==> config.mk <==
export PLATFORM = sky130hd
export DESIGN_NAME = ups_hid_report_decoder
export DESIGN_NICKNAME = d
export VERILOG_FILES = /design/src/design/uhd_pkg.sv /design/src/design/uhd_ctrl.sv /design/src/design/uhd_datapath.sv /design/src/design/ups_hid_report_decoder.sv
export SDC_FILE = /design/constraint.sdc
export NUM_CORES = 1
export LEC_CHECK = 0
export BUFFER_PORTS_ARGS = -buffer_cell sky130_fd_sc_hd__buf_4
export CORE_MARGIN = 2
export CORE_UTILIZATION = 45
export DETAILED_ROUTE_END_ITERATION = 16
export PLACE_DENSITY = 0.6
export SYNTH_ARGS = -nofsm -noshare
export SYNTH_HDL_FRONTEND = slang
export SYNTH_SLANG_ARGS = --single-unit
==> constraint.sdc <==
create_clock -name aclk -period 12.92 [get_ports aclk]
set_input_delay 3.876 -clock aclk [delete_from_list [all_inputs] [get_ports aclk]]
set_output_delay 3.876 -clock aclk [all_outputs]
set_load 0.02 [all_outputs]
==> src/design/uhd_pkg.sv <==
// Shared types, codes and constants of the UPS HID report decoder.
package uhd_pkg;

    // Report identifiers that the decoder knows.
    localparam logic [7:0] ID_PRESENT  = 8'h06;
    localparam logic [7:0] ID_BATTERY  = 8'h0C;
    localparam logic [7:0] ID_UTILITY  = 8'h13;
    localparam logic [7:0] ID_OUT_VOLT = 8'h14;
    localparam logic [7:0] ID_FLAGS    = 8'h16;
    localparam logic [7:0] ID_IN_VOLT  = 8'h21;

    // Minimum report lengths, id byte included.
    localparam logic [6:0] LEN_PRESENT  = 7'd4;
    localparam logic [6:0] LEN_BATTERY  = 7'd4;
    localparam logic [6:0] LEN_UTILITY  = 7'd2;
    localparam logic [6:0] LEN_OUT_VOLT = 7'd3;
    localparam logic [6:0] LEN_FLAGS    = 7'd5;
    localparam logic [6:0] LEN_IN_VOLT  = 7'd2;

    // Bit positions in the valid mask.
    localparam int VM_CHARGE  = 0;
    localparam int VM_RUNTIME = 1;
    localparam int VM_BATTV   = 2;
    localparam int VM_UTIL    = 3;
    localparam int VM_OUTV    = 4;
    localparam int VM_FLAGS   = 5;
    localparam int VM_LOAD    = 6;
    localparam int VM_INV     = 7;

    // Compound status codes.
    localparam logic [2:0] CODE_OL       = 3'd0;
    localparam logic [2:0] CODE_OL_CHRG  = 3'd1;
    localparam logic [2:0] CODE_OL_LB    = 3'd2;
    localparam logic [2:0] CODE_OB       = 3'd3;
    localparam logic [2:0] CODE_OB_LB    = 3'd4;

    // Model hints held in the configuration register.
    localparam logic [1:0] MODEL_FIRST  = 2'd1;
    localparam logic [1:0] MODEL_SECOND = 2'd2;

    // Flag word bits.
    localparam int FLAG_ON_MAINS = 3;
    localparam int FLAG_LOW_BATT = 1;

    // Datapath widths and limits.
    localparam int MV_W    = 18;
    localparam int SCALE_W = 17;
    localparam int RAW_W   = 16;
    localparam int PROD_W  = RAW_W + SCALE_W;
    localparam int IDX_W   = 3;

    localparam logic [IDX_W-1:0] OUT_SCALE_N = 3'd7;
    localparam logic [IDX_W-1:0] IN_SCALE_N  = 3'd4;

    localparam logic [RAW_W-1:0] BATT_RAW_MIN = 16'd800;
    localparam logic [RAW_W-1:0] BATT_RAW_MAX = 16'd20000;
    localparam logic [MV_W-1:0]  STABLE_WINDOW_MV = 18'd5000;
    localparam logic [7:0]       STABLE_COUNT_MAX = 8'd255;

    // Plausible AC windows in millivolts (90 V to 150 V, 200 V to 260 V).
    localparam logic [PROD_W-1:0] AC_LO_MIN = 33'd90000;
    localparam logic [PROD_W-1:0] AC_LO_MAX = 33'd150999;
    localparam logic [PROD_W-1:0] AC_HI_MIN = 33'd200000;
    localparam logic [PROD_W-1:0] AC_HI_MAX = 33'd260999;

    // Scale tables: output voltage scales in trial order, then input voltage scales.
    function automatic logic [SCALE_W-1:0] scale_of(input logic out_loop,
                                                    input logic [IDX_W-1:0] idx);
        logic [SCALE_W-1:0] s;
        s = '0;
        if (out_loop) begin
            case (idx)
                3'd0:    s = 17'd1000;
                3'd1:    s = 17'd100;
                3'd2:    s = 17'd10;
                3'd3:    s = 17'd20000;
                3'd4:    s = 17'd10000;
                3'd5:    s = 17'd5000;
                3'd6:    s = 17'd2000;
                default: s = '0;
            endcase
        end else begin
            case (idx)
                3'd0:    s = 17'd1000;
                3'd1:    s = 17'd10000;
                3'd2:    s = 17'd20000;
                3'd3:    s = 17'd120000;
                default: s = '0;
            endcase
        end
        return s;
    endfunction

    // Commands from the controller to the datapath.
    typedef struct packed {
        logic load;
        logic step;
        logic publish;
    } uhd_cmd_t;

    // Status from the datapath to the controller.
    typedef struct packed {
        logic done;
    } uhd_sts_t;

endpackage

==> src/design/uhd_ctrl.sv <==
// Sequencer: takes a report, runs the scale loop, then hands the result over.
module uhd_ctrl (
    input  logic            aclk,
    input  logic            aresetn,
    input  logic            s_tvalid,
    output logic            s_tready,
    output logic            m_tvalid,
    input  logic            m_tready,
    input  uhd_pkg::uhd_sts_t sts,
    output uhd_pkg::uhd_cmd_t cmd
);

    localparam logic [1:0] S_IDLE = 2'd0;
    localparam logic [1:0] S_RUN  = 2'd1;
    localparam logic [1:0] S_PUB  = 2'd2;

    logic [1:0] state_reg, state_next;
    logic       out_vld_reg, out_vld_next;
    logic       can_publish;

    // The result register is free when empty or being drained this cycle.
    assign can_publish = !out_vld_reg || m_tready;

    // Next state and commands.
    always_comb begin
        state_next  = state_reg;
        cmd.load    = 1'b0;
        cmd.step    = 1'b0;
        cmd.publish = 1'b0;
        s_tready    = 1'b0;
        case (state_reg)
            S_IDLE: begin
                s_tready = 1'b1;
                if (s_tvalid) begin
                    cmd.load   = 1'b1;
                    state_next = S_RUN;
                end
            end
            S_RUN: begin
                if (sts.done) begin
                    state_next = S_PUB;
                end else begin
                    cmd.step = 1'b1;
                end
            end
            S_PUB: begin
                if (can_publish) begin
                    cmd.publish = 1'b1;
                    state_next  = S_IDLE;
                end
            end
            default: state_next = S_IDLE;
        endcase
    end

    // Output valid flag follows publish and downstream transfers.
    always_comb begin
        out_vld_next = out_vld_reg;
        if (cmd.publish) begin
            out_vld_next = 1'b1;
        end else if (m_tready) begin
            out_vld_next = 1'b0;
        end
    end

    always_ff @(posedge aclk) begin
        if (!aresetn) begin
            state_reg   <= S_IDLE;
            out_vld_reg <= 1'b0;
        end else begin
            state_reg   <= state_next;
            out_vld_reg <= out_vld_next;
        end
    end

    assign m_tvalid = out_vld_reg;

endmodule

==> src/design/uhd_datapath.sv <==
// Datapath: report decode, scale multiplier, stability tracker and result register.
module uhd_datapath (
    input  logic              aclk,
    input  logic              aresetn,
    input  uhd_pkg::uhd_cmd_t cmd,
    output uhd_pkg::uhd_sts_t sts,
    input  logic              cfg_wr_en,
    input  logic [1:0]        cfg_wr_data,
    input  logic [6:0]        in_len,
    input  logic [7:0]        in_id,
    input  logic [7:0]        in_b1,
    input  logic [7:0]        in_b2,
    input  logic [7:0]        in_b3,
    input  logic [7:0]        in_b4,
    output logic [127:0]      res_data,
    output logic [8:0]        res_user
);

    localparam int MV_W   = uhd_pkg::MV_W;
    localparam int PROD_W = uhd_pkg::PROD_W;
    localparam int RAW_W  = uhd_pkg::RAW_W;
    localparam int IDX_W  = uhd_pkg::IDX_W;

    // Configuration register.
    logic [1:0] model_reg;

    // Working result fields.
    logic            rec_reg, rec_next;
    logic [7:0]      mask_reg, mask_next;
    logic [7:0]      charge_reg, charge_next;
    logic [15:0]     runtime_reg, runtime_next;
    logic [MV_W-1:0] battv_reg, battv_next;
    logic            util_reg, util_next;
    logic [MV_W-1:0] outv_reg, outv_next;
    logic [31:0]     flags_reg, flags_next;
    logic [6:0]      load_reg, load_next;
    logic [MV_W-1:0] inv_reg, inv_next;
    logic [2:0]      code_reg, code_next;

    // Scale loop.
    logic              out_loop_reg, out_loop_next;
    logic [RAW_W-1:0]  raw_reg, raw_next;
    logic [IDX_W-1:0]  idx_reg, idx_next;
    logic [IDX_W-1:0]  cnt_reg, cnt_next;
    logic [PROD_W-1:0] prod_reg, prod_next;
    logic              prod_vld_reg, prod_vld_next;
    logic              stop_reg, stop_next;

    // Stability tracker.
    logic            trk_valid_reg, trk_valid_next;
    logic [MV_W-1:0] trk_last_reg, trk_last_next;
    logic [7:0]      trk_count_reg, trk_count_next;

    // Published result.
    logic [127:0] res_data_reg;
    logic [8:0]   res_user_reg;

    // Evaluation of the registered product.
    logic            plaus;
    logic [MV_W-1:0] mv;
    logic [MV_W-1:0] diff;
    logic            near;

    // Decode of the incoming report.
    logic            d_rec;
    logic [7:0]      d_mask;
    logic [7:0]      d_charge;
    logic [15:0]     d_runtime;
    logic [MV_W-1:0] d_battv;
    logic            d_util;
    logic [31:0]     d_flags;
    logic [6:0]      d_load;
    logic [2:0]      d_code;
    logic [IDX_W-1:0] d_cnt;
    logic            d_out_loop;
    logic [RAW_W-1:0] d_raw;
    logic [RAW_W-1:0] batt_raw;

    assign batt_raw = {in_b3, in_b2};

    // Report decode: every field that needs no scale search.
    always_comb begin
        d_rec      = 1'b0;
        d_mask     = '0;
        d_charge   = '0;
        d_runtime  = '0;
        d_battv    = '0;
        d_util     = 1'b0;
        d_flags    = '0;
        d_load     = '0;
        d_code     = uhd_pkg::CODE_OL;
        d_cnt      = '0;
        d_out_loop = 1'b0;
        d_raw      = '0;
        case (in_id)
            uhd_pkg::ID_PRESENT: begin
                d_rec = (in_len >= uhd_pkg::LEN_PRESENT);
            end
            uhd_pkg::ID_BATTERY: begin
                if (in_len >= uhd_pkg::LEN_BATTERY) begin
                    d_rec                      = 1'b1;
                    d_mask[uhd_pkg::VM_CHARGE] = 1'b1;
                    d_charge                   = in_b1;
                    if (model_reg == uhd_pkg::MODEL_FIRST) begin
                        d_mask[uhd_pkg::VM_RUNTIME] = 1'b1;
                        d_runtime                   = batt_raw;
                        if (batt_raw >= uhd_pkg::BATT_RAW_MIN &&
                            batt_raw <= uhd_pkg::BATT_RAW_MAX) begin
                            d_mask[uhd_pkg::VM_BATTV] = 1'b1;
                            // Times ten as eight plus two.
                            d_battv = ({2'b00, batt_raw} << 3) + ({2'b00, batt_raw} << 1);
                        end
                    end else if (model_reg == uhd_pkg::MODEL_SECOND) begin
                        d_mask[uhd_pkg::VM_BATTV] = 1'b1;
                        d_battv                   = {2'b00, batt_raw};
                    end
                end
            end
            uhd_pkg::ID_UTILITY: begin
                if (in_len >= uhd_pkg::LEN_UTILITY) begin
                    d_rec                    = 1'b1;
                    d_mask[uhd_pkg::VM_UTIL] = 1'b1;
                    d_util                   = (in_b1 != 8'd0);
                    d_code = d_util ? uhd_pkg::CODE_OL : uhd_pkg::CODE_OB;
                end
            end
            uhd_pkg::ID_OUT_VOLT: begin
                if (in_len >= uhd_pkg::LEN_OUT_VOLT) begin
                    d_rec      = 1'b1;
                    d_cnt      = uhd_pkg::OUT_SCALE_N;
                    d_out_loop = 1'b1;
                    d_raw      = {in_b2, in_b1};
                end
            end
            uhd_pkg::ID_FLAGS: begin
                if (in_len >= uhd_pkg::LEN_FLAGS) begin
                    d_rec                     = 1'b1;
                    d_mask[uhd_pkg::VM_FLAGS] = 1'b1;
                    d_flags                   = {in_b4, in_b3, in_b2, in_b1};
                    if (in_b1 <= 8'd100) begin
                        d_mask[uhd_pkg::VM_LOAD] = 1'b1;
                        d_load                   = in_b1[6:0];
                    end
                    // Flags decide mains or battery; low battery from its own bit.
                    if (d_flags[uhd_pkg::FLAG_ON_MAINS]) begin
                        d_code = d_flags[uhd_pkg::FLAG_LOW_BATT] ?
                                 uhd_pkg::CODE_OL_LB : uhd_pkg::CODE_OL;
                    end else begin
                        d_code = d_flags[uhd_pkg::FLAG_LOW_BATT] ?
                                 uhd_pkg::CODE_OB_LB : uhd_pkg::CODE_OB;
                    end
                end
            end
            uhd_pkg::ID_IN_VOLT: begin
                if (in_len >= uhd_pkg::LEN_IN_VOLT) begin
                    d_rec = 1'b1;
                    d_cnt = uhd_pkg::IN_SCALE_N;
                    d_raw = {8'h00, in_b1};
                end
            end
            default: d_rec = 1'b0;
        endcase
    end

    // Plausibility and tracker distance of the product from the previous step.
    assign plaus = (prod_reg >= uhd_pkg::AC_LO_MIN && prod_reg <= uhd_pkg::AC_LO_MAX) ||
                   (prod_reg >= uhd_pkg::AC_HI_MIN && prod_reg <= uhd_pkg::AC_HI_MAX);
    assign mv    = prod_reg[MV_W-1:0];
    assign diff  = (trk_last_reg > mv) ? (trk_last_reg - mv) : (mv - trk_last_reg);
    assign near  = (diff <= uhd_pkg::STABLE_WINDOW_MV);

    // The loop is over once a value is taken or every scale has been evaluated.
    assign sts.done = stop_reg || (idx_reg == cnt_reg && !prod_vld_reg);

    // Next values of the working registers and the tracker.
    always_comb begin
        rec_next       = rec_reg;
        mask_next      = mask_reg;
        charge_next    = charge_reg;
        runtime_next   = runtime_reg;
        battv_next     = battv_reg;
        util_next      = util_reg;
        outv_next      = outv_reg;
        flags_next     = flags_reg;
        load_next      = load_reg;
        inv_next       = inv_reg;
        code_next      = code_reg;
        out_loop_next  = out_loop_reg;
        raw_next       = raw_reg;
        idx_next       = idx_reg;
        cnt_next       = cnt_reg;
        prod_next      = prod_reg;
        prod_vld_next  = prod_vld_reg;
        stop_next      = stop_reg;
        trk_valid_next = trk_valid_reg;
        trk_last_next  = trk_last_reg;
        trk_count_next = trk_count_reg;

        if (cmd.load) begin
            rec_next      = d_rec;
            mask_next     = d_mask;
            charge_next   = d_charge;
            runtime_next  = d_runtime;
            battv_next    = d_battv;
            util_next     = d_util;
            outv_next     = '0;
            flags_next    = d_flags;
            load_next     = d_load;
            inv_next      = '0;
            code_next     = d_code;
            out_loop_next = d_out_loop;
            raw_next      = d_raw;
            idx_next      = '0;
            cnt_next      = d_cnt;
            prod_vld_next = 1'b0;
            stop_next     = 1'b0;
        end else if (cmd.step) begin
            // Multiplier stage: next scale times the raw reading.
            if (idx_reg < cnt_reg) begin
                prod_next     = PROD_W'(raw_reg) *
                                PROD_W'(uhd_pkg::scale_of(out_loop_reg, idx_reg));
                prod_vld_next = 1'b1;
                idx_next      = idx_reg + 1'b1;
            end else begin
                prod_vld_next = 1'b0;
            end

            // Evaluation stage on the product registered in the step before.
            if (prod_vld_reg && plaus) begin
                if (out_loop_reg) begin
                    trk_valid_next = 1'b1;
                    trk_last_next  = mv;
                    if (!trk_valid_reg || !near) begin
                        trk_count_next = 8'd1;
                    end else if (trk_count_reg != uhd_pkg::STABLE_COUNT_MAX) begin
                        trk_count_next = trk_count_reg + 8'd1;
                    end
                    // A near repeat always brings the count to two or more.
                    if (trk_valid_reg && near) begin
                        mask_next[uhd_pkg::VM_OUTV] = 1'b1;
                        outv_next                   = mv;
                        stop_next                   = 1'b1;
                    end
                end else begin
                    mask_next[uhd_pkg::VM_INV] = 1'b1;
                    inv_next                   = mv;
                    stop_next                  = 1'b1;
                end
            end
        end
    end

    // Control and tracker state.
    always_ff @(posedge aclk) begin
        if (!aresetn) begin
            model_reg     <= '0;
            trk_valid_reg <= 1'b0;
            trk_last_reg  <= '0;
            trk_count_reg <= '0;
            idx_reg       <= '0;
            cnt_reg       <= '0;
            prod_vld_reg  <= 1'b0;
            stop_reg      <= 1'b0;
        end else begin
            if (cfg_wr_en) begin
                model_reg <= cfg_wr_data;
            end
            trk_valid_reg <= trk_valid_next;
            trk_last_reg  <= trk_last_next;
            trk_count_reg <= trk_count_next;
            idx_reg       <= idx_next;
            cnt_reg       <= cnt_next;
            prod_vld_reg  <= prod_vld_next;
            stop_reg      <= stop_next;
        end
    end

    // Payload registers.
    always_ff @(posedge aclk) begin
        rec_reg      <= rec_next;
        mask_reg     <= mask_next;
        charge_reg   <= charge_next;
        runtime_reg  <= runtime_next;
        battv_reg    <= battv_next;
        util_reg     <= util_next;
        outv_reg     <= outv_next;
        flags_reg    <= flags_next;
        load_reg     <= load_next;
        inv_reg      <= inv_next;
        code_reg     <= code_next;
        out_loop_reg <= out_loop_next;
        raw_reg      <= raw_next;
        prod_reg     <= prod_next;
        if (cmd.publish) begin
            res_data_reg <= {7'd0, code_reg, inv_reg, load_reg, flags_reg, outv_reg,
                             util_reg, battv_reg, runtime_reg, charge_reg};
            res_user_reg <= {mask_reg, rec_reg};
        end
    end

    assign res_data = res_data_reg;
    assign res_user = res_user_reg;

endmodule

==> src/design/ups_hid_report_decoder.sv <==
// UPS HID report decoder.
// Input: one report per s_ transfer. s_tuser carries the report id, s_tdata the
// length and report bytes 1 to 4. Output: one result per report on m_, with the
// recognized flag and valid mask in m_tuser and the decoded fields in m_tdata.
// The user must write the model hint via cfg_wr_en/cfg_wr_data only while idle; the
// block does not enforce this. A report is taken while idle; the run state then
// steps the scale loop, one scale trial per cycle (none for most ids, up to 7 for
// the output voltage report, up to 4 for input voltage), each product evaluated on
// the step after it is formed; the publish state then loads the result register
// once it is free. The next report is taken only after the return to idle, so a
// report is not taken before the last one is published. The trial rate is set by
// the shared scale multiplier and the tracker.
// Reset clears the model hint to unknown and empties the voltage stability tracker.
// When the receiver stalls, the finished result waits in the output register; one
// more report is taken and decoded, and it then waits until the register is free.
module ups_hid_report_decoder (
    input  logic         aclk,
    input  logic         aresetn,
    input  logic         cfg_wr_en,
    input  logic [1:0]   cfg_wr_data,   // model_select
    input  logic         s_tvalid,
    output logic         s_tready,
    // [6:0] report_length, [14:7] byte_one, [22:15] byte_two, [30:23] byte_three,
    // [38:31] byte_four, [39] zero
    input  logic [39:0]  s_tdata,
    input  logic [7:0]   s_tuser,       // [7:0] report_id
    output logic         m_tvalid,
    input  logic         m_tready,
    // [7:0] batt_charge, [23:8] batt_runtime, [41:24] batt_volt_mv,
    // [42] utility_present, [60:43] out_volt_mv, [92:61] status_flags,
    // [99:93] load_percent, [117:100] in_volt_mv, [120:118] status_code,
    // [127:121] zero
    output logic [127:0] m_tdata,
    output logic [8:0]   m_tuser        // [0] recognized, [8:1] valid_mask
);

    uhd_pkg::uhd_cmd_t cmd;
    uhd_pkg::uhd_sts_t sts;

    // Sequencer.
    uhd_ctrl u_ctrl (
        .aclk     (aclk),
        .aresetn  (aresetn),
        .s_tvalid (s_tvalid),
        .s_tready (s_tready),
        .m_tvalid (m_tvalid),
        .m_tready (m_tready),
        .sts      (sts),
        .cmd      (cmd)
    );

    // Decode and tracking datapath.
    uhd_datapath u_datapath (
        .aclk        (aclk),
        .aresetn     (aresetn),
        .cmd         (cmd),
        .sts         (sts),
        .cfg_wr_en   (cfg_wr_en),
        .cfg_wr_data (cfg_wr_data),
        .in_len      (s_tdata[6:0]),
        .in_id       (s_tuser),
        .in_b1       (s_tdata[14:7]),
        .in_b2       (s_tdata[22:15]),
        .in_b3       (s_tdata[30:23]),
        .in_b4       (s_tdata[38:31]),
        .res_data    (m_tdata),
        .res_user    (m_tuser)
    );

endmodule
# Yosys cells after proc, flatten, opt, wreduce, memory -nomap -nowiden
# Cells that the tools add are included.
dict set report totals {
  reg_bits 342
  inputBits 55
  wordCells 154
}
dict set report classes {
  n_addsub 4
  mul 1
  magnitude_cmp 14
  n_eq_ne 21
  muxes 51
  bitwise 3
  reduce_logical 29
}
# op n
set op_table {}
lappend op_table {{case mux 15 bit (7 select lines)} 1}
lappend op_table {{2-to-1 mux 17 bit} 4}
lappend op_table {{case mux 17 bit (4 select lines)} 1}
lappend op_table {{<= comparator 33 x 18 -> 1 bit, second input constant} 2}
lappend op_table {{2-to-1 mux 18 bit} 3}
lappend op_table {{subtractor 18 bit} 2}
lappend op_table {{>= comparator 33 x 17 -> 1 bit, second input constant} 1}
lappend op_table {{>= comparator 33 x 18 -> 1 bit, second input constant} 1}
lappend op_table {{multiplier 16 x 17 -> 33 bit} 1}
lappend op_table {{2-to-1 mux 16 bit} 2}
lappend op_table {{case mux 16 bit (2 select lines)} 1}
lappend op_table {{equality test 8 x 5 -> 1 bit, second input constant} 3}
lappend op_table {{2-to-1 mux 1 bit} 23}
lappend op_table {{adder 18 x 17 -> 18 bit} 1}
lappend op_table {{> comparator 18 bit} 1}
lappend op_table {{<= comparator 18 x 13 -> 1 bit, second input constant} 1}
lappend op_table {{2-to-1 mux 3 bit} 6}
lappend op_table {{AND reduction 3 bit} 6}
lappend op_table {{>= comparator 16 x 10 -> 1 bit, second input constant} 1}
lappend op_table {{<= comparator 16 x 15 -> 1 bit, second input constant} 1}
lappend op_table {{>= comparator 7 x 2 -> 1 bit, second input constant} 2}
lappend op_table {{>= comparator 7 x 3 -> 1 bit, second input constant} 2}
lappend op_table {{case mux 3 bit (2 select lines)} 2}
lappend op_table {{2-to-1 mux 2 bit} 5}
lappend op_table {{other kinds (28)} 50}

# Depth between registers and ports, before layout
# Gate-level depths: netlist of run 1.
dict set report logic_depth {
  word_depth 8
  mapped_depth 31
  mapped_depth_nobuf 30
}

# By module
# Synthesis of run 1 repeated with hierarchy kept, for this count alone.
dict set report unflattened {
  hier_cells 2078
  hier_area_um2 23044.6
}
# module n_inst cells_per_inst area_per_inst_um2
set by_module_without_submodules {}
lappend by_module_without_submodules {uhd_datapath 1 2060 22887.0}
lappend by_module_without_submodules {uhd_ctrl 1 18 157.7}

# Worst setup path before layout of run 1
# No wires, ideal clock.
dict set report synth_path {
  kind {input to register}
  startpoint {input m_tready}
  endpoint {register u_datapath.res_data_reg[0] (netlist: u_datapath.res_data[0]), enable pin}
  arrival_time_ns 9.648
  setup_slack_ns 2.640
  cell_stages 2
  n_path_buf 0
  path_cell_list {nand2b_1 > nor2b_1}
}
# element line_no
set synth_lines {}
lappend synth_lines {{start: declaration} ups_hid_report_decoder.sv:28} ;# input logic m_tready,
lappend synth_lines {{end signal: assignment} uhd_datapath.sv:295} ;# res_data_reg <= {7'd0, code_reg, inv_reg, load_reg, flags_reg, outv_reg,
lappend synth_lines {{end: declaration} uhd_datapath.sv:55} ;# logic [127:0] res_data_reg;

# Worst setup path after layout of run 1
dict set report layout_path {
  startpoint {register u_datapath.idx_reg[1]}
  endpoint {register u_datapath.prod_reg[32], data pin}
}
dict set report layout_via {
  elab_chain_len 7
}
# element line_no
set layout_lines {}
lappend layout_lines {{start: declaration} uhd_datapath.sv:43} ;# logic [IDX_W-1:0] idx_reg, idx_next;
lappend layout_lines {{start signal: assignment} uhd_datapath.sv:271} ;# idx_reg <= idx_next;
lappend layout_lines {{equality test 3 bit, or another cell as far along} uhd_pkg.sv:72} ;# case (idx)
lappend layout_lines {{case mux 15 bit (7 select lines) / case mux 17 bit (4 select lines) (equally long branches)} {uhd_pkg.sv:72, uhd_pkg.sv:83}}
lappend layout_lines {{2-to-1 mux 17 bit *} uhd_pkg.sv:71} ;# if (out_loop) begin
lappend layout_lines {{2-to-1 mux 17 bit *} uhd_datapath.sv:219} ;# if (idx_reg < cnt_reg) begin
lappend layout_lines {{2-to-1 mux 17 bit *} uhd_datapath.sv:217} ;# end else if (cmd.step) begin
lappend layout_lines {{2-to-1 mux 17 bit *} uhd_datapath.sv:199} ;# if (cmd.load) begin
lappend layout_lines {{multiplier 16 x 17 -> 33 bit *} uhd_datapath.sv:220} ;# prod_next = PROD_W'(raw_reg) *
lappend layout_lines {{end signal: assignment} uhd_datapath.sv:293} ;# prod_reg <= prod_next;
lappend layout_lines {{end: declaration} uhd_datapath.sv:45} ;# logic [PROD_W-1:0] prod_reg, prod_next;
# Mark *: on every way between the ends. The rest lies on a longest branch, timed or not. The select of a mux whose other input is x is not followed.
# A chain may end at the register's enable or synchronous reset.

==> results of run 1 <==
cells in the final DEF, fill, tap and decap left out, types with 27 or more instances in the layout:
master and instances:
and3_1 36, dfxtp_1 66, nand2_1 211, buf_4 200, edfxtp_1 269, a21o_1 29
o21ai_0 54, clkbuf_16 38, inv_1 314, and2_1 179, nor2_1 77, nand4_1 27
ha_1 163, fa_1 196, a21oi_1 92, xnor2_1 37
layout make-up:
cell class                 count  area [um^2]
fill                        4679        24740
multi-input combinational   1399        12250
sequential                   335         9399
timing repair buffer         200         1501
inverter                     315         1187
clock buffer                  49         1002
tap                          680        850.8
clock inverter                19        165.2
power groups by stage:
| stage | clock, mW | sequential (mW) | combinational (mW) |
|---|---|---|---|
| floorplan | 0 | 1.28 | 0.611 |
| global placement | 0 | 1.28 | 0.813 |
| detailed placement | 0 | 1.28 | 0.822 |
| CTS | 1.04 | 1.26 | 0.830 |
| global route | 1.08 | 1.26 | 0.936 |
| finish | 1.02 | 1.26 | 0.817 |
logic make-up (layout without fill, tap and decap cells):
kind of cell	after synthesis	count (layout)	synth area share (%)
flops	335	335	40.51
compound gates	331	331	9.955
xor+xnor	46	46	1.736
mux	26	26	1.251
simple gates	628	628	13.83
other cells	1	9	0.01616
buf+inv	407	583	7.000
fa+ha+maj	359	359	25.70
synthesized netlist by cell type (29+ instances only):
library cell,number
dfxtp_1,66
nand2_1,211
xnor2_1,37
clkbuf_1,65
a21oi_1,92
o21ai_0,54
edfxtp_1,269
fa_1,196
a21o_1,29
ha_1,163
and2_1,179
nor2_1,77
inv_1,315
and3_1,36
critical path: stages (launching register included):
cell and delay [ns]:
dfxtp_1 0.52, ha_1 0.71, o21ai_0 0.28, o221ai_2 0.91
nand2_1 0.18, fa_1 0.52, fa_1 0.49, inv_1 0.05
fa_1 0.45, ha_1 0.28, inv_1 0.05, fa_1 0.50
fa_1 0.54, inv_1 0.04, ha_1 0.34, a2111oi_0 0.39
o21ai_0 0.21, a21oi_1 0.43, o211ai_1 0.21, a211o_1 0.36
a211oi_1 0.32, o21ai_0 0.16, o41ai_1 0.33, xnor2_1 0.12
path summary, 6_finish.rpt:
path                            start                      end  cells after the start  slack (ns)
max             u_datapath.idx_reg[1]  u_datapath.prod_reg[32]                     23        4.24
min          u_datapath.flags_reg[14]  u_datapath.res_data[75]                      0        0.41
max reg2reg     u_datapath.idx_reg[1]  u_datapath.prod_reg[32]                     23        4.24
min reg2reg  u_datapath.flags_reg[14]  u_datapath.res_data[75]                      0        0.41
layer usage:
metal	global-route usage, %	vias up
met1	26.22	7996
met4	7.500	0
met5	0	-
li1	-	7481
met3	3.236	99
met2	34.85	407
per-stage QoR:
stage | setup slack (ns) | hold slack [ns]
2_1_floorplan | 2.640 | 0.4003
4_1_cts | 4.331 | 0.4161
3_5_place_dp | 4.399 | 0.4045
3_3_place_gp | 4.526 | 0.4007
6_report | 4.243 | 0.4122
5_1_grt | 3.601 | 0.4192
==> impl_metrics.env, run 1 <==
export IMPL_outcome="complete, no violations"
export IMPL_netlist_instances=2133
export IMPL_layoutNonFillerInstCount=2997
export IMPL_finalCoreUtilization_pct=51.59
export IMPL_cp_end_kind="register"
export IMPL_skew_ns=0.01799
export IMPL_grt_max_degree=77
export IMPL_wire_per_inst_um=18.16
export IMPL_design_area_um2=26360
export IMPL_htree_levels=2
export IMPL_initial_utilization_pct=45.41
export IMPL_post_route_period_util_pct=67.16
export IMPL_power_share_sequential_pct=40.7
export IMPL_finalCriticalPeriod_ns=8.677
export IMPL_fin_setup_tns_ns=0
export IMPL_path_max_fanout=20
export IMPL_p_switching_mw=0.9460
export IMPL_cts_sinks=335
export IMPL_yosysSeqAreaShare_pct=40.51
export IMPL_fp_dieH_um=231.1
export IMPL_antenna_found_initial=0
export IMPL_drive_gt1_share_pct=13.25
export IMPL_synth_distinct_cells=84
export IMPL_nets=2702
export IMPL_cts_root_buf="clkbuf_16"
export IMPL_ys_ff_latch=335
export IMPL_critical_path_arrival_ns=8.96
export IMPL_ys_flop_type="edfxtp_1"
export IMPL_wl_met3_um=2633
export IMPL_place_area_um2=25190
export IMPL_comb_power_share_pct=26.5
export IMPL_rsz0062_at_grt="false"
export IMPL_die_w_um=231.1
export IMPL_coreArea_um2=51090
export IMPL_hp_class="reg -> reg"
export IMPL_dp_cells=2929
export IMPL_synth_edf_count=269
export IMPL_relSlewSlack_pct=21.05
export IMPL_p_clk_share_pct=32.9
export IMPL_ant_nets=0
export IMPL_syn_area_um2=23200
export IMPL_cts_made_buffers=37
export IMPL_maxCapViolCount=0
export IMPL_diodes=0
export IMPL_dpl_hpwl_um=40650
export IMPL_place_gp_congestion=0.8353
export IMPL_yosys_area_top_type="edfxtp_1"
export IMPL_worst_slew_pin_slew_ns=1.184
export IMPL_port_buffers=183
export IMPL_critPathKind="reg -> reg"
export IMPL_cts_path_max_buffers=3
export IMPL_first_iter_violations=1009
export IMPL_async_flop_share_pct=0
export IMPL_power_mw=3.088
export IMPL_final_max_slew_viol_count=0
export IMPL_postCtsSetupBuffers=0
export IMPL_peakVddDrop_mv=0.09823
export IMPL_viasPerCell=5.333
export IMPL_ys_top_cells_by_area="edfxtp_1 35%, fa_1 17%, ha_1 8.8%"
export IMPL_cts_resized_gates=0
export IMPL_largest_register_ffs=119
export IMPL_yosys_warnings=0
export IMPL_p_int_mw=2.142
export IMPL_area_growth_syn_to_layout_pct=13.61
export IMPL_setup_viol=0
export IMPL_io_pins=194
export IMPL_routed_top_layer="met4"
export IMPL_synth_area_per_cell_um2=10.88
export IMPL_start_kind="register"
export IMPL_wl_met1_um=22640
export IMPL_vias=15980
export IMPL_drc=0
export IMPL_cp_required_ns=13.20
export IMPL_hold_viol_final=0
export IMPL_insertion_delay_ns=0.55
export IMPL_p_leak_nw=11.65
export IMPL_track_usage_pct=20.40
export IMPL_fp_dieArea_um2=53390
export IMPL_rows=83
export IMPL_yosys_area_top_type_share_pct=34.81
export IMPL_clk_pin_slew_ns=0.06
export IMPL_grt_pass1_vias=16110
export IMPL_swShare_pct=30.63
export IMPL_cts_tree="done"
export IMPL_overflow=0
export IMPL_firstDrtPassIters=5
export IMPL_fmax_ghz=0.1152
export IMPL_powerDensity_nw_per_um2=117.2
export IMPL_holdBufCountCts=0
export IMPL_grt_pass1_wl_um=86090
export IMPL_postRouteWirelength_um=54430
export IMPL_wl_met2_um=27260
Power figures use the tool's default switching activity.
==> run 2: changes to the inputs <==
- PLACE_DENSITY: 0.6 -> 0.62
- clock period: 12.92 -> 7.25 ns (I/O delays scaled with it)
==> run 2 against run 1 <==
Register-to-register slack worse by 4.1 ns. Clock skew shrank 0.0049 ns. Critical path type unchanged. Wire length is 1.4% higher. Critical endpoint unchanged. Largest cell class unchanged. Highest routed layer unchanged. Final cell count up 3.2%. Combinational power grew 130%. Hold slack lost 0.0025 ns.
==> impl_metrics.env, run 2 (synthesized netlist as in run 1, its figures left out) <==
export IMPL_cts_sinks=335
export IMPL_fp_dieH_um=231.1
export IMPL_cp_end_kind="register"
export IMPL_cpMaxStageDelayCell="fa_1"
export IMPL_maxCapViolCount=0
export IMPL_critical_path_arrival_ns=7.38
export IMPL_p_clk_share_pct=29.6
export IMPL_setup_viol=0
export IMPL_drc=0
export IMPL_overflow=0
export IMPL_dp_cells=3014
export IMPL_outcome="complete, no violations"
export IMPL_cts_made_buffers=35
export IMPL_ant_nets=0
export IMPL_finalCriticalPeriod_ns=7.110
export IMPL_path_delay_family="adder cells"
export IMPL_dpl_hpwl_um=41990
export IMPL_grt_pass1_wl_um=87090
export IMPL_nets=2799
export IMPL_cp_required_ns=7.52
export IMPL_rows=83
export IMPL_fp_dieArea_um2=53390
export IMPL_viasPerCell=5.240
export IMPL_postRouteWirelength_um=55200
export IMPL_grt_pass1_vias=16440
export IMPL_first_iter_violations=971
export IMPL_pre_cts_ws_ns=-0.2943
export IMPL_relSlewSlack_pct=18.22
export IMPL_design_area_um2=27400
export IMPL_cpMostUsedCell="fa_1"
export IMPL_cp_slowest_stage_delay_ns=0.54
export IMPL_wire_per_inst_um=17.85
export IMPL_p_leak_nw=12.13
export IMPL_power_mw=5.858
export IMPL_start_kind="register"
export IMPL_hold_viol_final=0
export IMPL_vias=16200
export IMPL_cts_tree="done"
export IMPL_final_cell_mix="311 x inv_1, 295 x buf_4, 269 x edfxtp_1"
export IMPL_htree_levels=2
export IMPL_diodes=0
export IMPL_grt_max_degree=94
export IMPL_comb_power_share_pct=32.2
export IMPL_swShare_pct=30.52
export IMPL_place_area_um2=25820
export IMPL_p_int_mw=4.071
export IMPL_firstDrtPassIters=5
export IMPL_die_w_um=231.1
export IMPL_clk_pin_slew_ns=0.06
export IMPL_cts_root_buf="clkbuf_16"
export IMPL_final_max_slew_viol_count=0
export IMPL_cp_num_buf_inv=8
export IMPL_layoutNonFillerInstCount=3092
export IMPL_worst_slew_pin_slew_ns=1.227
export IMPL_track_usage_pct=20.55
export IMPL_coreArea_um2=51090
export IMPL_power_share_sequential_pct=38.1
export IMPL_antenna_found_initial=1
export IMPL_post_route_period_util_pct=98.06
export IMPL_fmax_ghz=0.1407
export IMPL_initial_utilization_pct=45.41
export IMPL_skew_ns=0.01311
export IMPL_area_growth_syn_to_layout_pct=18.09
export IMPL_place_gp_congestion=0.8721
export IMPL_hp_class="reg -> reg"
export IMPL_insertion_delay_ns=0.54
export IMPL_path_max_fanout=4
export IMPL_drive_gt1_share_pct=18.95
export IMPL_finalCoreUtilization_pct=53.63
export IMPL_layout_commonest_cell="inv_1"
export IMPL_powerDensity_nw_per_um2=213.8
export IMPL_p_switching_mw=1.788
export IMPL_holdBufCountCts=0
export IMPL_largest_register_ffs=119
export IMPL_port_buffers=183
export IMPL_cts_path_max_buffers=3
export IMPL_io_pins=194
export IMPL_peakVddDrop_mv=0.2703
export IMPL_critPathKind="reg -> reg"
export IMPL_fin_ws_ns=0.1404
## run 2: power groups by stage
| stage | registers, mW | clock network, mW | logic, mW |
|---|---|---|---|
| 5_1_grt | 2.24 | 1.85 | 2.13 |
| 3_5_place_dp | 2.27 | 0 | 1.68 |
| 3_3_place_gp | 2.27 | 0 | 1.65 |
| 4_1_cts | 2.23 | 1.77 | 1.72 |
| 2_1_floorplan | 2.29 | 0 | 1.09 |
| 6_report | 2.23 | 1.74 | 1.89 |
## run 2: what timing repair did
item,CTS,global route
setup buffers,5,9
pin swaps,8,41
cloned,0,0
gates resized for setup,15,74
endpoints found under the setup margin,7,11
## run 2: worst register-to-register path, delay by kind of cell (launching register included)
family / cells / cell delay [ns]
buffers and inverters: 8 / 0.79
XOR/XNOR: 1 / 0.11
adder cells (fa/ha/maj): 8 / 3.49
AND/OR/NAND/NOR: 1 / 0.17
flip-flops: 1 / 0.33
AO/OA/AOI/OAI: 10 / 1.95
## run 2: per-stage QoR
stage	TNS (ns)	hold slack, ns
2_1_floorplan	0	0.4003
3_3_place_gp	-0.5592	0.4002
3_5_place_dp	-0.8834	0.4045
4_1_cts	0	0.4146
5_1_grt	-0.08973	0.4159
6_report	0	0.4096
## run 2: metal layers
metal	up-vias	GRT usage (%)	share of wire (%)
met3	99	3.494	4.9
met2	401	34.82	50
met5	-	0	0
met1	8043	26.64	42
li1	7658	-	-
met4	0	7.238	3.2
## run 2: path summary, 6_finish.rpt
| path | startpoint | endpoint | slack [ns] | cells past startpoint |
|---|---|---|---|---|
| min reg2reg | u_datapath.runtime_reg[2] | u_datapath.res_data[10] | 0.41 | 0 |
| max | u_datapath.idx_reg[0] | u_datapath.prod_reg[32] | 0.14 | 28 |
| min | u_datapath.runtime_reg[2] | u_datapath.res_data[10] | 0.41 | 0 |
| max reg2reg | u_datapath.idx_reg[0] | u_datapath.prod_reg[32] | 0.14 | 28 |
## run 2: cell type report
class / count / area [um^2]
inverters: 315 / 1187
fillers: 4460 / 23690
multi-input cells: 1399 / 12590
clock buffers: 50 / 983.4
flip-flops and latches: 335 / 9404
well taps: 680 / 850.8
repair buffers: 299 / 2263
clock inverters: 14 / 117.6
==> run 3: changes to the inputs <==
- ABC_AREA: default -> 1
==> run 3 against run 2 <==
Via count grew 8.1%. Sequential share of layout area grew 0.62 points. Core utilization shrank 1.1 points. Clock skew grew 0.012 ns. Clock power grew 6%. Combinational power grew 44%. Design area shrank 1.8%. Count of clock-buffer cells in the layout shrank 10. Sequential cell count is the same. First-iteration DRC count grew 34%. Critical path depth grew 2. Largest power group is now combinational cells.
==> impl_metrics.env, run 3 <==
export IMPL_worst_slew_pin_slew_ns=1.010
export IMPL_p_int_mw=4.427
export IMPL_synth_edf_count=269
export IMPL_hp_class="reg -> reg"
export IMPL_async_flop_share_pct=0
export IMPL_insertion_delay_ns=0.56
export IMPL_synth_top_cells_by_count="505 x inv_1, 473 x nand2_1, 309 x nor2_1"
export IMPL_die_w_um=231.3
export IMPL_port_buffers=183
export IMPL_synth_distinct_cells=52
export IMPL_cp_end_kind="register"
export IMPL_cts_root_buf="clkbuf_16"
export IMPL_track_usage_pct=22.32
export IMPL_r2r_start="u_datapath.idx_reg[0]"
export IMPL_critical_path_arrival_ns=7.27
export IMPL_drc=0
export IMPL_p_switching_mw=2.425
export IMPL_relSlewSlack_pct=32.51
export IMPL_nets=3156
export IMPL_cpMostUsedCell="fa_1"
export IMPL_place_gp_congestion=0.9418
export IMPL_pre_cts_ws_ns=0.05289
export IMPL_fin_ws_ns=0.2843
export IMPL_cp_required_ns=7.56
export IMPL_cp_num_buf_inv=7
export IMPL_p_clk_share_pct=27.0
export IMPL_hold_viol_final=0
export IMPL_firstDrtPassIters=5
export IMPL_fmax_ghz=0.1436
export IMPL_postRouteWirelength_um=59580
export IMPL_rows=83
export IMPL_wire_per_inst_um=17.29
export IMPL_cts_made_buffers=36
export IMPL_finalCoreUtilization_pct=52.55
export IMPL_layout_commonest_cell="inv_1"
export IMPL_syn_area_um2=23260
export IMPL_worstSetupStartpoint="u_datapath.idx_reg[0]"
export IMPL_swShare_pct=35.39
export IMPL_io_pins=194
export IMPL_power_share_sequential_pct=33.4
export IMPL_grt_max_degree=130
export IMPL_ys_top_cells_by_area="edfxtp_1 35%, fa_1 17%, ha_1 8.8%"
export IMPL_initial_utilization_pct=45.43
export IMPL_dpl_hpwl_um=46770
export IMPL_final_max_slew_viol_count=0
export IMPL_cpMaxStageDelayCell="fa_1"
export IMPL_cts_sinks=335
export IMPL_synth_most_common_cell="inv_1"
export IMPL_antenna_found_initial=0
export IMPL_setup_viol=0
export IMPL_fp_dieH_um=231.3
export IMPL_hold_path_startpoint="u_datapath.battv_reg[6]"
export IMPL_drive_gt1_share_pct=12.18
export IMPL_fp_dieArea_um2=53520
export IMPL_yosysSeqAreaShare_pct=40.41
export IMPL_vias=17520
export IMPL_ys_ff_latch=335
export IMPL_ys_flop_type="edfxtp_1"
export IMPL_cts_tree="done"
export IMPL_ff2ff_setup_slack_ns=0.28
export IMPL_netlist_instances=2520
export IMPL_skew_ns=0.02516
export IMPL_diodes=0
export IMPL_maxCapViolCount=0
export IMPL_cp_slowest_stage_delay_ns=0.56
export IMPL_cts_path_max_buffers=3
export IMPL_outcome="complete, no violations"
export IMPL_largest_register_ffs=119
export IMPL_path_max_fanout=7
export IMPL_grt_pass1_wl_um=93310
export IMPL_area_growth_syn_to_layout_pct=15.69
export IMPL_yosys_area_top_type_share_pct=34.73
export IMPL_p_leak_nw=12.71
export IMPL_comb_power_share_pct=39.7
export IMPL_viasPerCell=5.084
export IMPL_yosys_area_top_type="edfxtp_1"
export IMPL_yosys_warnings=0
export IMPL_final_cell_mix="502 x inv_1, 473 x nand2_1, 304 x nor2_1"
export IMPL_grt_pass1_vias=17480
export IMPL_powerDensity_nw_per_um2=254.7
export IMPL_start_kind="register"
export IMPL_finalCriticalPeriod_ns=6.966
export IMPL_critPathKind="reg -> reg"
export IMPL_ant_nets=0
export IMPL_post_route_period_util_pct=96.08
export IMPL_peakVddDrop_mv=0.2530
export IMPL_overflow=0
export IMPL_clk_pin_slew_ns=0.06
export IMPL_first_iter_violations=1302
export IMPL_synth_area_per_cell_um2=9.229
export IMPL_coreArea_um2=51200
export IMPL_htree_levels=2
export IMPL_path_delay_family="adder cells"
run 3: cell types whose count changed after synthesis, sizes merged, moves of 24 or more:
cell	change
xor2	+24
a21o	-26
clkbuf	-31
nand3	+51
and2	-179
nand2	+267
inv	+192
xnor2	-26
a21oi	+33
nor2	+236
o21ai	+32
and3	-36
run 3: power by group through the flow:
stage / clock network [mW] / registers [mW] / logic, mW
after floorplan: 0 / 2.34 / 1.88
after global routing: 1.96 / 2.29 / 3.09
final: 1.85 / 2.29 / 2.72
after global placement: 0 / 2.33 / 2.58
after detailed placement: 0 / 2.33 / 2.61
after CTS: 1.89 / 2.29 / 2.63
run 3: logic make-up (layout without fill, tap and decap cells):
family,Yosys count,in the layout,synth area share (%)
other cells,1,9,0.01612
compound gates,256,256,5.907
xor+xnor,44,44,1.657
simple gates,947,947,16.74
fa+ha+maj,359,359,25.64
flops,335,335,40.41
buf+inv,578,816,9.630
run 3: routing by layer:
metal	share of wire [%]	routed length (um)	track usage (%)	up-vias
met3	5.9	3500	3.260	87
met5	0	0	0	-
met4	2.0	1209	5.847	0
met1	43	25920	30.55	8509
li1	-	-	-	8390
met2	49	28960	37.23	534
run 3: worst register-to-register path, delay by kind of cell (launching register included):
family,cells,cell delay [ns]
xor+xnor,1,0.13
flops,1,0.34
buf+inv,7,0.98
compound gates,5,0.85
simple gates,8,0.71
fa+ha+maj,9,3.73
run 3: worst paths after layout:
check                       endpoint  cells after the start
max          u_datapath.prod_reg[31]                     30
min          u_datapath.res_data[30]                      0
max reg2reg  u_datapath.prod_reg[31]                     30
min reg2reg  u_datapath.res_data[30]                      0
run 3: cell type report:
| cell class | instances | area, um^2 |
|---|---|---|
| timing repair buffer | 237 | 1804 |
| fill | 4758 | 24290 |
| inverter | 516 | 1943 |
| timing repair inverter | 1 | 5.005 |
| tap | 680 | 850.8 |
| multi-input combinational | 1615 | 11720 |
| clock buffer | 40 | 925.9 |
| clock inverter | 22 | 252.7 |
| sequential | 335 | 9402 |
run 3: per-stage QoR:
| step | setup TNS (ns) | hold slack, ns | total power, mW | instance area, um^2 | cells |
|---|---|---|---|---|---|
| global route | -0.04525 | 0.4088 | 7.341 | 26910 | 3446 |
| floorplan | 0 | 0.4003 | 4.223 | 23290 | 2528 |
| finish | 0 | 0.4021 | 6.852 | 26910 | 3446 |
| global placement | 0 | 0.4005 | 4.908 | 25610 | 3378 |
| CTS | 0 | 0.3986 | 6.806 | 26790 | 3440 |
| detailed placement | 0 | 0.4045 | 4.940 | 25610 | 3378 |
run 3: timing repair:
action | in CTS | in global routing
setup buffers | 0 | 5
hold buffers | 0 | 0
gates resized for setup | 0 | 23
endpoints found under the setup margin | 0 | 12
